===== config.mk =====
export PLATFORM = sky130hd
export DESIGN_NAME = response_string_matcher_with_timeout_flat
export DESIGN_NICKNAME = d
export VERILOG_FILES = /design/src/hdl/rsm_pkg.sv /design/src/hdl/rsm_if.sv /design/src/hdl/rsm_cfg_regs.sv /design/src/hdl/response_string_matcher_with_timeout.sv /design/src/flat_wrapper.sv
export VERILOG_INCLUDE_DIRS = /design/src /design/src/hdl
export SDC_FILE = /design/constraint.sdc
export NUM_CORES = 1
export LEC_CHECK = 0
export BUFFER_PORTS_ARGS = -buffer_cell sky130_fd_sc_hd__buf_4
export CAP_MARGIN = 20
export CORE_UTILIZATION = 40
export DETAILED_ROUTE_END_ITERATION = 8
export SYNTH_ARGS = -nofsm -noshare
export SYNTH_HDL_FRONTEND = slang
export SYNTH_SLANG_ARGS = --single-unit

===== constraint.sdc =====
create_clock -name clk_i -period 4.17 [get_ports clk_i]
set_input_delay 0 -clock clk_i [delete_from_list [all_inputs] [get_ports clk_i]]
set_output_delay 0 -clock clk_i [all_outputs]
set_load 0.03 [all_outputs]

===== src/hdl/response_string_matcher_with_timeout_defines.svh =====
// -----------------------------------------------------------------------------
// Response string matcher assertion macros
// Concurrent assertion helpers clocked on clk_i and disabled during rst_ni low.
// -----------------------------------------------------------------------------
`ifndef RESPONSE_STRING_MATCHER_WITH_TIMEOUT_DEFINES_SVH
`define RESPONSE_STRING_MATCHER_WITH_TIMEOUT_DEFINES_SVH

`ifndef SYNTHESIS
// Same-cycle implication.
`define RSM_ASSERT_IMPL(lbl, ante, cons, msg) \
  lbl: assert property (@(posedge clk_i) disable iff (!rst_ni) (ante) |-> (cons)) \
    else $error(msg);
// Next-cycle implication.
`define RSM_ASSERT_NEXT(lbl, ante, cons, msg) \
  lbl: assert property (@(posedge clk_i) disable iff (!rst_ni) (ante) |=> (cons)) \
    else $error(msg);
// Plain invariant.
`define RSM_ASSERT(lbl, prop, msg) \
  lbl: assert property (@(posedge clk_i) disable iff (!rst_ni) (prop)) \
    else $error(msg);
`else
`define RSM_ASSERT_IMPL(lbl, ante, cons, msg)
`define RSM_ASSERT_NEXT(lbl, ante, cons, msg)
`define RSM_ASSERT(lbl, prop, msg)
`endif

`endif


===== src/hdl/rsm_pkg.sv =====
// -----------------------------------------------------------------------------
// Response string matcher package
// Shared constants, codes and the configuration record.
// -----------------------------------------------------------------------------
package rsm_pkg;

  localparam int MAX_PATTERN_CHARS = 16;
  // The pattern registers hold sixteen characters in total.
  localparam int NUM_CHARS  = 16;
  localparam int CHAR_IDX_W = 4;
  localparam int LEN_W      = $clog2(MAX_PATTERN_CHARS + 1);
  localparam int TICK_W     = 32;
  localparam int CFG_DATA_W = 64;
  localparam int CFG_IDX_W  = 2;

  typedef enum logic [1:0] {
    CMD_BYTE    = 2'd0,
    CMD_TICK    = 2'd1,
    CMD_RESTART = 2'd2
  } cmd_e;

  typedef enum logic [1:0] {
    ST_WAITING = 2'd0,
    ST_FOUND   = 2'd1,
    ST_TIMEOUT = 2'd2
  } status_e;

  typedef enum logic [CFG_IDX_W-1:0] {
    REG_PAT_LOW  = 2'd0,
    REG_PAT_HIGH = 2'd1,
    REG_LENGTH   = 2'd2,
    REG_TIMEOUT  = 2'd3
  } reg_idx_e;

  typedef struct packed {
    logic [NUM_CHARS-1:0][7:0] chars;
    logic [4:0]                length;
    logic [TICK_W-1:0]         timeout;
  } rsm_cfg_t;

  // A length of zero acts as one; lengths above the maximum are clipped.
  function automatic logic [LEN_W-1:0] effective_length(input logic [4:0] len);
    logic [LEN_W-1:0] n;
    if (len == 5'd0) begin
      n = LEN_W'(1);
    end else if (32'(len) > MAX_PATTERN_CHARS) begin
      n = LEN_W'(MAX_PATTERN_CHARS);
    end else begin
      n = LEN_W'(len);
    end
    return n;
  endfunction

endpackage


===== src/hdl/rsm_if.sv =====
// -----------------------------------------------------------------------------
// Response string matcher channel interfaces
// Valid/ready channels for input items, results and configuration writes.
// -----------------------------------------------------------------------------
interface rsm_in_if;
  logic       valid;
  logic       ready;
  logic [1:0] cmd;
  logic [7:0] rx_byte;

  modport source (output valid, output cmd, output rx_byte, input ready);
  modport sink (input valid, input cmd, input rx_byte, output ready);
endinterface

interface rsm_out_if;
  logic       valid;
  logic       ready;
  logic [1:0] status;
  logic [4:0] match_position;

  modport source (output valid, output status, output match_position, input ready);
  modport sink (input valid, input status, input match_position, output ready);
endinterface

interface rsm_cfg_if;
  logic        valid;
  logic        ready;
  logic [1:0]  reg_index;
  logic [63:0] data;

  modport source (output valid, output reg_index, output data, input ready);
  modport sink (input valid, input reg_index, input data, output ready);
endinterface


===== src/hdl/rsm_cfg_regs.sv =====
// -----------------------------------------------------------------------------
// Response string matcher configuration registers
// Decodes configuration write transactions into the pattern, length and timeout.
// -----------------------------------------------------------------------------
module rsm_cfg_regs
  import rsm_pkg::*;
(
  input  logic      clk_i,
  input  logic      rst_ni,
  rsm_cfg_if.sink   cfg_i,
  output rsm_cfg_t  cfg_o
);

  rsm_cfg_t cfg_q;

  assign cfg_i.ready = 1'b1;
  assign cfg_o       = cfg_q;

  always_ff @(posedge clk_i or negedge rst_ni) begin
    if (!rst_ni) begin
      cfg_q.chars   <= '0;
      cfg_q.length  <= 5'd1;
      cfg_q.timeout <= '0;
    end else if (cfg_i.valid) begin
      case (cfg_i.reg_index)
        REG_PAT_LOW:  cfg_q.chars[7:0]  <= cfg_i.data;
        REG_PAT_HIGH: cfg_q.chars[15:8] <= cfg_i.data;
        REG_LENGTH:   cfg_q.length      <= cfg_i.data[4:0];
        REG_TIMEOUT:  cfg_q.timeout     <= cfg_i.data[TICK_W-1:0];
        default: ;
      endcase
    end
  end

endmodule


===== src/hdl/response_string_matcher_with_timeout.sv =====
// -----------------------------------------------------------------------------
// Response string matcher with timeout
// Streaming match of a configured response string against received bytes,
// bounded by a millisecond tick count.
// -----------------------------------------------------------------------------
// The block takes one transaction per clock cycle and returns exactly one
// result per transaction, in the cycle after it is accepted. Each transaction is
// a received byte, a tick or a restart; the match position, the elapsed tick
// count and the status are updated in that same cycle and the new status and
// position are loaded into the result register. The input stays ready while
// the result register is empty or its result is taken in the same cycle, so
// the sustained rate is one transaction per cycle and only result back
// pressure slows it. After reset the block is waiting with position and tick
// count at zero; once found or timed out it holds until a restart.
`include "response_string_matcher_with_timeout_defines.svh"

module response_string_matcher_with_timeout
  import rsm_pkg::*;
(
  input  logic      clk_i,
  input  logic      rst_ni,
  rsm_in_if.sink    in_i,
  rsm_out_if.source out_o,
  rsm_cfg_if.sink   cfg_i
);

  rsm_cfg_t          cfg;
  logic [LEN_W-1:0]  eff_len;
  logic              in_accept;

  logic [LEN_W-1:0]  matched_q, matched_d;
  logic [TICK_W-1:0] elapsed_q, elapsed_d;
  status_e           status_q, status_d;

  logic              out_valid_q;
  status_e           out_status_q;
  logic [LEN_W-1:0]  out_pos_q;

  logic              expired;
  logic [TICK_W-1:0] elapsed_inc;
  logic [LEN_W-1:0]  pos, pos_next;

  rsm_cfg_regs u_cfg_regs (
    .clk_i  (clk_i),
    .rst_ni (rst_ni),
    .cfg_i  (cfg_i),
    .cfg_o  (cfg)
  );

  assign eff_len    = effective_length(cfg.length);
  assign in_i.ready = !out_valid_q || out_o.ready;
  assign in_accept  = in_i.valid && in_i.ready;

  always_comb begin
    matched_d = matched_q;
    elapsed_d = elapsed_q;
    status_d  = status_q;

    expired     = (elapsed_q >= cfg.timeout);
    elapsed_inc = (elapsed_q == '1) ? elapsed_q : elapsed_q + TICK_W'(1);

    // A position left at or beyond a shortened length starts over.
    pos = (matched_q >= eff_len) ? '0 : matched_q;
    // On a mismatch the byte may still open a new match at the first character.
    if (in_i.rx_byte == cfg.chars[pos[CHAR_IDX_W-1:0]]) begin
      pos_next = pos + LEN_W'(1);
    end else if (in_i.rx_byte == cfg.chars[0]) begin
      pos_next = LEN_W'(1);
    end else begin
      pos_next = '0;
    end

    case (in_i.cmd)
      CMD_RESTART: begin
        matched_d = '0;
        elapsed_d = '0;
        status_d  = (cfg.timeout == '0) ? ST_TIMEOUT : ST_WAITING;
      end
      CMD_BYTE: begin
        if (status_q == ST_WAITING) begin
          if (expired) begin
            status_d = ST_TIMEOUT;
          end else begin
            matched_d = pos_next;
            if (pos_next >= eff_len) begin
              status_d = ST_FOUND;
            end
          end
        end
      end
      CMD_TICK: begin
        if (status_q == ST_WAITING) begin
          elapsed_d = elapsed_inc;
          if (elapsed_inc >= cfg.timeout) begin
            status_d = ST_TIMEOUT;
          end
        end
      end
      default: ;
    endcase
  end

  always_ff @(posedge clk_i or negedge rst_ni) begin
    if (!rst_ni) begin
      matched_q <= '0;
      elapsed_q <= '0;
      status_q  <= ST_WAITING;
    end else if (in_accept) begin
      matched_q <= matched_d;
      elapsed_q <= elapsed_d;
      status_q  <= status_d;
    end
  end

  always_ff @(posedge clk_i or negedge rst_ni) begin
    if (!rst_ni) begin
      out_valid_q <= 1'b0;
    end else if (in_accept) begin
      out_valid_q <= 1'b1;
    end else if (out_o.ready) begin
      out_valid_q <= 1'b0;
    end
  end

  always_ff @(posedge clk_i) begin
    if (in_accept) begin
      out_status_q <= status_d;
      out_pos_q    <= matched_d;
    end
  end

  assign out_o.valid          = out_valid_q;
  assign out_o.status         = out_status_q;
  assign out_o.match_position = out_pos_q;

  `RSM_ASSERT_IMPL(a_found_has_match, status_q == ST_FOUND, matched_q != '0,
                   "found with no characters matched")
  `RSM_ASSERT_NEXT(a_restart_clears, in_accept && in_i.cmd == CMD_RESTART,
                   matched_q == '0 && elapsed_q == '0,
                   "restart did not clear position and ticks")
  `RSM_ASSERT_NEXT(a_outcome_holds,
                   in_accept && status_q != ST_WAITING && in_i.cmd != CMD_RESTART,
                   status_q == $past(status_q) && matched_q == $past(matched_q),
                   "status changed without a restart")
  `RSM_ASSERT_IMPL(a_ready_when_empty, !out_valid_q, in_i.ready,
                   "input stalled with an empty result register")
  `RSM_ASSERT(a_position_bound, 32'(matched_q) <= MAX_PATTERN_CHARS,
              "match position beyond the longest pattern")

endmodule


===== src/flat_wrapper.sv =====
// flat-port wrapper written by rule: the top's interface ports become plain ports
module response_string_matcher_with_timeout_flat import rsm_pkg::*;
  (clk_i, rst_ni, in_i_valid, in_i_cmd, in_i_rx_byte, in_i_ready, out_o_valid, out_o_status, out_o_match_position, out_o_ready, cfg_i_valid, cfg_i_reg_index, cfg_i_data, cfg_i_ready);
  rsm_in_if in_i_i ();
  rsm_out_if out_o_i ();
  rsm_cfg_if cfg_i_i ();
  input  logic clk_i;
  input  logic rst_ni;
  input wire logic [$bits(in_i_i.valid)-1:0] in_i_valid;
  input wire logic [$bits(in_i_i.cmd)-1:0] in_i_cmd;
  input wire logic [$bits(in_i_i.rx_byte)-1:0] in_i_rx_byte;
  output wire logic [$bits(in_i_i.ready)-1:0] in_i_ready;
  output wire logic [$bits(out_o_i.valid)-1:0] out_o_valid;
  output wire logic [$bits(out_o_i.status)-1:0] out_o_status;
  output wire logic [$bits(out_o_i.match_position)-1:0] out_o_match_position;
  input wire logic [$bits(out_o_i.ready)-1:0] out_o_ready;
  input wire logic [$bits(cfg_i_i.valid)-1:0] cfg_i_valid;
  input wire logic [$bits(cfg_i_i.reg_index)-1:0] cfg_i_reg_index;
  input wire logic [$bits(cfg_i_i.data)-1:0] cfg_i_data;
  output wire logic [$bits(cfg_i_i.ready)-1:0] cfg_i_ready;
  assign in_i_i.valid = in_i_valid;
  assign in_i_i.cmd = in_i_cmd;
  assign in_i_i.rx_byte = in_i_rx_byte;
  assign in_i_ready = in_i_i.ready;
  assign out_o_valid = out_o_i.valid;
  assign out_o_status = out_o_i.status;
  assign out_o_match_position = out_o_i.match_position;
  assign out_o_i.ready = out_o_ready;
  assign cfg_i_i.valid = cfg_i_valid;
  assign cfg_i_i.reg_index = cfg_i_reg_index;
  assign cfg_i_i.data = cfg_i_data;
  assign cfg_i_ready = cfg_i_i.ready;
  response_string_matcher_with_timeout u_core (.clk_i(clk_i), .rst_ni(rst_ni), .in_i(in_i_i), .out_o(out_o_i), .cfg_i(cfg_i_i));
endmodule

Word-level counts from Yosys, hierarchy flattened:

Index checks and enable logic that the tools add are counted.

* $add $sub $neg: 2
* multipliers: 0
* div/mod/pow operators: 0
* magnitude comparators: 6
* equality and inequality tests: 9
* shift operators: 0
* muxes and demuxes: 22
* bitwise gates (word level): 0
* reductions and logical operators: 15

Operator list (number)
* 32-bit greater-or-equal comparator: 2
* 32-bit two-way mux: 2
* 32-bit one-hot mux with 2 select lines: 1
* 32-bit by 1-bit adder with 32-bit output, second input constant: 1
* 8-bit binary-select mux with 4-bit select: 1
* 32-bit == test, second input constant: 1
* 32-bit zero test: 1
* 5-bit two-way mux: 6
* 8-bit == test: 2
* 2-bit two-way mux: 6
* 5-bit greater-or-equal comparator: 2
* 5-bit one-hot mux with 2 select lines: 1
* 8-bit two-way mux: 1
* 2-bit AND reduction: 4
* 2-bit == test, second input constant: 3
* 2-bit zero test: 3
* 2-bit one-hot mux with 3 select lines: 1
* 5-bit by 1-bit adder with 5-bit output, second input constant: 1
* 5-bit greater-than comparator, second input constant: 1
* 5-bit zero test: 1
* 4-bit by 5-bit < comparator with 1-bit output, second input constant: 1
* 2-bit by 1-bit == test with 1-bit output, second input constant: 2
* 2-bit nonzero test: 2
* 1-bit two-way mux: 3
* other kinds (5): 5

* flip-flop bits (word level): 212
* bits in latches: 0
* RAM bits: 0
* bits in read-only memories: 0
* output and inout bits: 10
* logic and storage cells: 78
* memories kept: 0

Longest topological paths before layout:

* word-level depth: 14
* depth in mapped cells: 25

Hierarchy:

From an unflattened synthesis, not the netlist that was laid out.

* cells, all modules: 1160
* area, all modules: 12692.2 µm²

Modules (own cells, without submodules)
* response_string_matcher_with_timeout: instances 1, cells an instance 807, area an instance 6472.5 µm², sequential area each 1211.2 µm²
* rsm_cfg_regs: instances 1, cells an instance 353, area an instance 6219.7 µm², sequential area each 4130.2 µm²

Worst setup path before layout:

Ideal clock, no wire load.

* kind: reg2reg
* start point: register u_core.u_cfg_regs.cfg_q (netlist bit u_core.u_cfg_regs.cfg_o[33])
* end point: register u_core.out_status_q[0] (netlist: u_core.out_o.status[0]), data pin
* library setup time: 267 ps
* arrival: 4256 ps
* required time: 3903 ps
* path slack: -353 ps
* stages on the path, launching flop included: 26
* path buffers: 1
* cell sequence: dfrtp_1 nor3_1 nor2_1 nor2_1 ha_1 nor2b_4 o21ai_2 buf_4 a21boi_1 o211ai_1 mux2i_1 a211oi_1 nand4_1 a2111oi_4 mux2i_1 ha_1 nand2b_1 a21oi_1 nor2b_1 o21ai_0 nand2b_1 a21oi_1 or4_1 a21oi_1 a21oi_1 a21oi_1

* word-level cells in the longest chain between the ends: 14
* elaborated cells on any way between the ends: 16
* those cells by class: add/sub (1); order compare (3); eq/ne (1); mux (10); reduce/logical (1)

RTL lines
* from (decl): RTL line rsm_cfg_regs.sv:14 `rsm_cfg_t cfg_q;`
* 5-bit greater-than comparator: RTL line rsm_pkg.sv:46 `end else if (32'(len) > MAX_PATTERN_CHARS) begin`
* 5-bit two-way mux: RTL line rsm_pkg.sv:46
* 5-bit two-way mux *: RTL line rsm_pkg.sv:44 `if (len == 5'd0) begin`
* 5-bit greater-or-equal comparator: RTL line response_string_matcher_with_timeout.sv:63 `pos = (matched_q >= eff_len) ? '0 : matched_q;`
* 5-bit two-way mux: RTL line response_string_matcher_with_timeout.sv:63
* 8-bit binary-select mux with 4-bit select: RTL line response_string_matcher_with_timeout.sv:65 `if (in_i.rx_byte == cfg.chars[pos[CHAR_IDX_W-1:0]]) begin`
* 8-bit two-way mux (not written as such): RTL line response_string_matcher_with_timeout.sv:65
* 8-bit == test: RTL line response_string_matcher_with_timeout.sv:65
* 5-bit two-way mux: RTL line response_string_matcher_with_timeout.sv:65
* 5-bit greater-or-equal comparator *: RTL line response_string_matcher_with_timeout.sv:85 `if (pos_next >= eff_len) begin`
* 2-bit two-way mux *: RTL line response_string_matcher_with_timeout.sv:85
* 2-bit two-way mux *: RTL line response_string_matcher_with_timeout.sv:81 `if (expired) begin`
* 2-bit two-way mux *: RTL line response_string_matcher_with_timeout.sv:80 `if (status_q == ST_WAITING) begin`
* 2-bit one-hot mux with 3 select lines *: RTL line response_string_matcher_with_timeout.sv:73 `case (in_i.cmd)`
* net u_core.status_d[0]: RTL line response_string_matcher_with_timeout.sv:33 `status_e status_q, status_d;`
* to (signal assigned): RTL line response_string_matcher_with_timeout.sv:127 `out_status_q <= status_d;`
* to (decl): RTL line response_string_matcher_with_timeout.sv:36 `status_e out_status_q;`

The timed path passes the listed nets; every way through them passes the cells marked *. The select of a mux whose other input is x is not followed.
A chain may end at the register's enable or synchronous reset.

Worst setup path after layout:

* start point: register u_core.u_cfg_regs.cfg_q (netlist bit u_core.u_cfg_regs.cfg_o[34])
* end point: register u_core.out_status_q[0] (netlist: u_core.out_o.status[0]), data pin

Same word-level chain as after synthesis.

==> results by group <==
Run status
  • Status: complete, but fails checks
  • Failing checks: negative setup slack

Setup path
  • Worst Path Class, Setup: reg -> reg
  • Crit path launch: u_core.u_cfg_regs.cfg_o[34]
  • CP startpoint kind: register
  • Setup crit end: u_core.out_o.status[0]
  • CP required: 4.44 ns
  • CP Capture Type: register
  • RR Endpoint: u_core.out_o.status[0]
  • Reg2reg path depth: 25
  • Reg2reg setup slack: -0.60 ns
  • RR Startpoint: u_core.u_cfg_regs.cfg_o[34]
  • CP Data Arrival Time: 5.04 ns
  • CP Max Fanout: 5

Logic synthesis
  • Post-synth ARST share: between 90% and 100%
  • Syn. warnings: 0
  • Flops & latches, synth: about 210
  • Syn Area/Cell: around 11 µm²
  • Post-synth net total: 1,278
  • Cell count after synthesis: roughly 1,100
  • Netlist cell types: 80
  • Top_reg_cell synth: dfrtp_1
  • EDFF count, synth: 7
  • Mapped Area: about 12,000 µm²
  • Sequential share of the synthesized area: ~43%

Placement
  • Post-DP HPWL: roughly 26,000 µm
  • Placement Setup Slack: -0.699 ns
  • Final GP Congestion: 0.962
  • IO Port Bufs: 89

CTS
  • Clock sinks: around 210
  • Num CTS Buffers: 25
  • Max Root-Sink Buffers: 3
  • Clock root buffer: clkbuf_16
  • Htree depth: 1
  • CTS tree: done
  • Clk slew on worst S/H paths: approximately 0.070 ns
  • Worst-Skew Late Latency: between 0.5 and 0.6 ns

Power and ir drop
  • Clock power frac: roughly 36%
  • Sequential share of power: slightly above 40%
  • Combinational share of power: a little under a quarter
  • Worst VDD drop: slightly above 0.0004 V
  • Pwr per Cell Area: between 300 and 400 nW/µm²
  • Switching power: ~1800 µW
  • Overall power: approximately 6500 µW
  • Internal Pwr Total: 4640 µW
  • P_leak: 0.00748 µW
  • Switching Fraction: 28.4%

Timing
  • Final setup fails: 2
  • Setup ws final: -0.598 ns
  • Tcrit/Tclk final: 114%
  • Unrepaired setup endpoints after global routing: true
  • Fin crit period: 4.77 ns
  • Final Max Tran Viols: 0
  • Final Skew: between 0.02 and 0.025 ns
  • Slew at the pin closest to its max-slew limit: ~0.95 ns
  • Hold WS: slightly above 0.05 ns
  • Relative max-transition margin: between 30% and 40%
  • Max Fclk: 0.210 GHz
  • Final hold vios: 0

Detailed routing
  • Via count: between 10,000 and 15,000
  • Final antenna-violating net count: 0
  • 1st-pass router iterations: 5
  • Via density per instance: 5.52
  • Initial drt markers: about 550
  • DRT Wirelength: ~36,000 µm
  • DRC Markers: 0
  • Wire length per cell: slightly below 20 µm

Die
  • Initial core utilization: around two fifths
  • Row cnt: 64
  • Die ar.: 31,700 µm²
  • I/O pin cnt: 91
  • Die X: between 150 and 200 µm
  • Core region area: 30,500 µm²
  • Die Y: between 150 and 200 µm

Global routing
  • Total global-route track usage: ~23%
  • GRT Residual Overflow: 0
  • Antenna violations before repair: 0
  • Largest net degree at the start of global routing: 94
  • Vias in the first global route: between 10,000 and 15,000
  • First-pass GRT wire length: roughly 57,000 µm

Worst hold path
  • Worst min-delay path class: in -> async

Finish
  • Area taken by multi-input logic gates: 6980 µm²
  • FF+latch area: between 5000 and 6000 µm²
  • Fin nets: 1,573
  • Final antenna diode count: 0
  • Most common cell after layout, fill and taps aside: buf_4
  • FILL cells: 2,630
  • Commonest cells after routing, fill and taps aside: buf_4 (237), dfrtp_1 (202), mux2_2 (169), ha_1 (75), dlygate4sd3_1 (69)
  • Share of layout cells above drive strength 1: a little under two fifths
  • Area grow syn2layout: 33.6%

Flow run
  • Maxcap violations: 0
[worst max-delay path: stages (launching register included)]
cell	delay (ns)
dfrtp_1	0.39
nor3_2	0.19
nor2_1	0.06
nor2_1	0.13
ha_1	0.28
nor2b_4	0.16
o21ai_4	0.11
buf_12	0.16
a211oi_4	0.32
buf_6	0.18
a211oi_2	0.07
xnor2_1	0.22
a41oi_2	0.18
a2111oi_4	0.43
mux2i_2	0.36
ha_1	0.29
nand2b_4	0.14
a21oi_2	0.14
nor2b_1	0.05
o21ai_1	0.11
nand2b_1	0.07
a21oi_1	0.13
or4_1	0.13
a21oi_2	0.04
a21oi_1	0.13
a21oi_1	0.05
[registers in the layout, indices dropped and copies added (netlist names)]
| signal | count |
|---|---|
| u_core.out_o.match_position | 5 |
| u_core.elapsed_q | 32 |
| u_core.out_o.status | 2 |
| u_core.out_o.valid | 1 |
| u_core.status_q | 2 |
| u_core.u_cfg_regs.cfg_o | 165 |
| u_core.matched_q | 5 |
[stage by stage]
stage,instance area (µm²),setup TNS (ns),instances,util [%]
floorplan,12400,-0.463,1121,-
global placement,14600,-1.71,1702,47.8
detailed placement,14600,-2.01,1702,47.8
CTS,16400,-1.05,1826,53.7
global route,16600,-1.81,1830,54.3
finish,16600,-1.16,1830,54.3
[cell usage after synthesis, types with 16 or more instances]
| cell | count | area (µm²) |
|---|---|---|
| a211oi_1 | 22 | 165 |
| a21o_1 | 27 | 203 |
| a21oi_1 | 51 | 255 |
| a22o_1 | 21 | 184 |
| clkbuf_1 | 30 | 113 |
| dfrtp_1 | 204 | 5100 |
| ha_1 | 76 | 951 |
| inv_1 | 43 | 161 |
| mux2_2 | 169 | 1900 |
| mux2i_1 | 24 | 240 |
| nand2_1 | 48 | 180 |
| nand3_1 | 25 | 125 |
| nand4_1 | 24 | 150 |
| nor2_1 | 44 | 165 |
| o21ai_0 | 33 | 165 |
| o31ai_1 | 16 | 120 |
| xnor2_1 | 42 | 368 |
| xor2_1 | 16 | 140 |
[worst min path at each step]
| stage | start | to |
|---|---|---|
| 6_report | rst_ni | u_core.elapsed_q[27] |
| 3_3_place_gp | rst_ni | u_core.elapsed_q[31] |
| 4_1_cts | cfg_i_valid | u_core.u_cfg_regs.cfg_o[33] |
| 5_1_grt | cfg_i_valid | u_core.u_cfg_regs.cfg_o[35] |
| 2_1_floorplan | rst_ni | u_core.elapsed_q[0] |
| 3_5_place_dp | rst_ni | u_core.elapsed_q[30] |
[layout make-up]
cell class                      count  share of cell area, %
Timing Repair Buffer              319                   16.3
Inverter                           44                  0.997
Clock buffer                       33                   4.08
Tap cell                          396                   2.99
Multi-Input combinational cell    814                   42.1
Sequential cell                   212                   32.3
Clock inverter                     12                   1.24
[power by group through the flow]
stage / sequential (µW) / clock, µW / combinational, µW
6_report: 2650 / 2350 / 1480
5_1_grt: 2690 / 2470 / 1630
4_1_cts: 2640 / 2400 / 1460
3_5_place_dp: 2680 / 0 / 1360
3_3_place_gp: 2660 / 0 / 1330
2_1_floorplan: 2590 / 0 / 890
[cell families after synthesis]
| group | count (synthesis) | synth area share, % |
|---|---|---|
| adder cells (fa/ha/maj) | 76 | 7.67 |
| AO/OA/AOI/OAI | 249 | 14.2 |
| other | 1 | 0.0302 |
| multiplexers | 196 | 17.7 |
| AND/OR/NAND/NOR | 234 | 9.83 |
| XOR/XNOR | 58 | 4.10 |
| buffers and inverters | 95 | 3.39 |
| flip-flops | 212 | 43.1 |
[layer usage]
metal	GRT usage [%]	wire, µm	vias to the layer above	share of wire [%]
li1	-	-	4758	-
met1	32.1	16600	5023	46
met2	38.3	16800	258	47
met3	2.60	1620	70	4.5
met4	6.66	937	0	2.6
met5	0	0	-	0
[timing repair]
item                                    CTS  global route
pin swaps                                31            12
endpoints found under the hold margin   265             0
hold buffers                             69             0
buffers inserted                         10             5
endpoints found under the setup margin    4             4
gates resized for setup                  34            32
No activity file was read; power rests on OpenSTA's default activity.
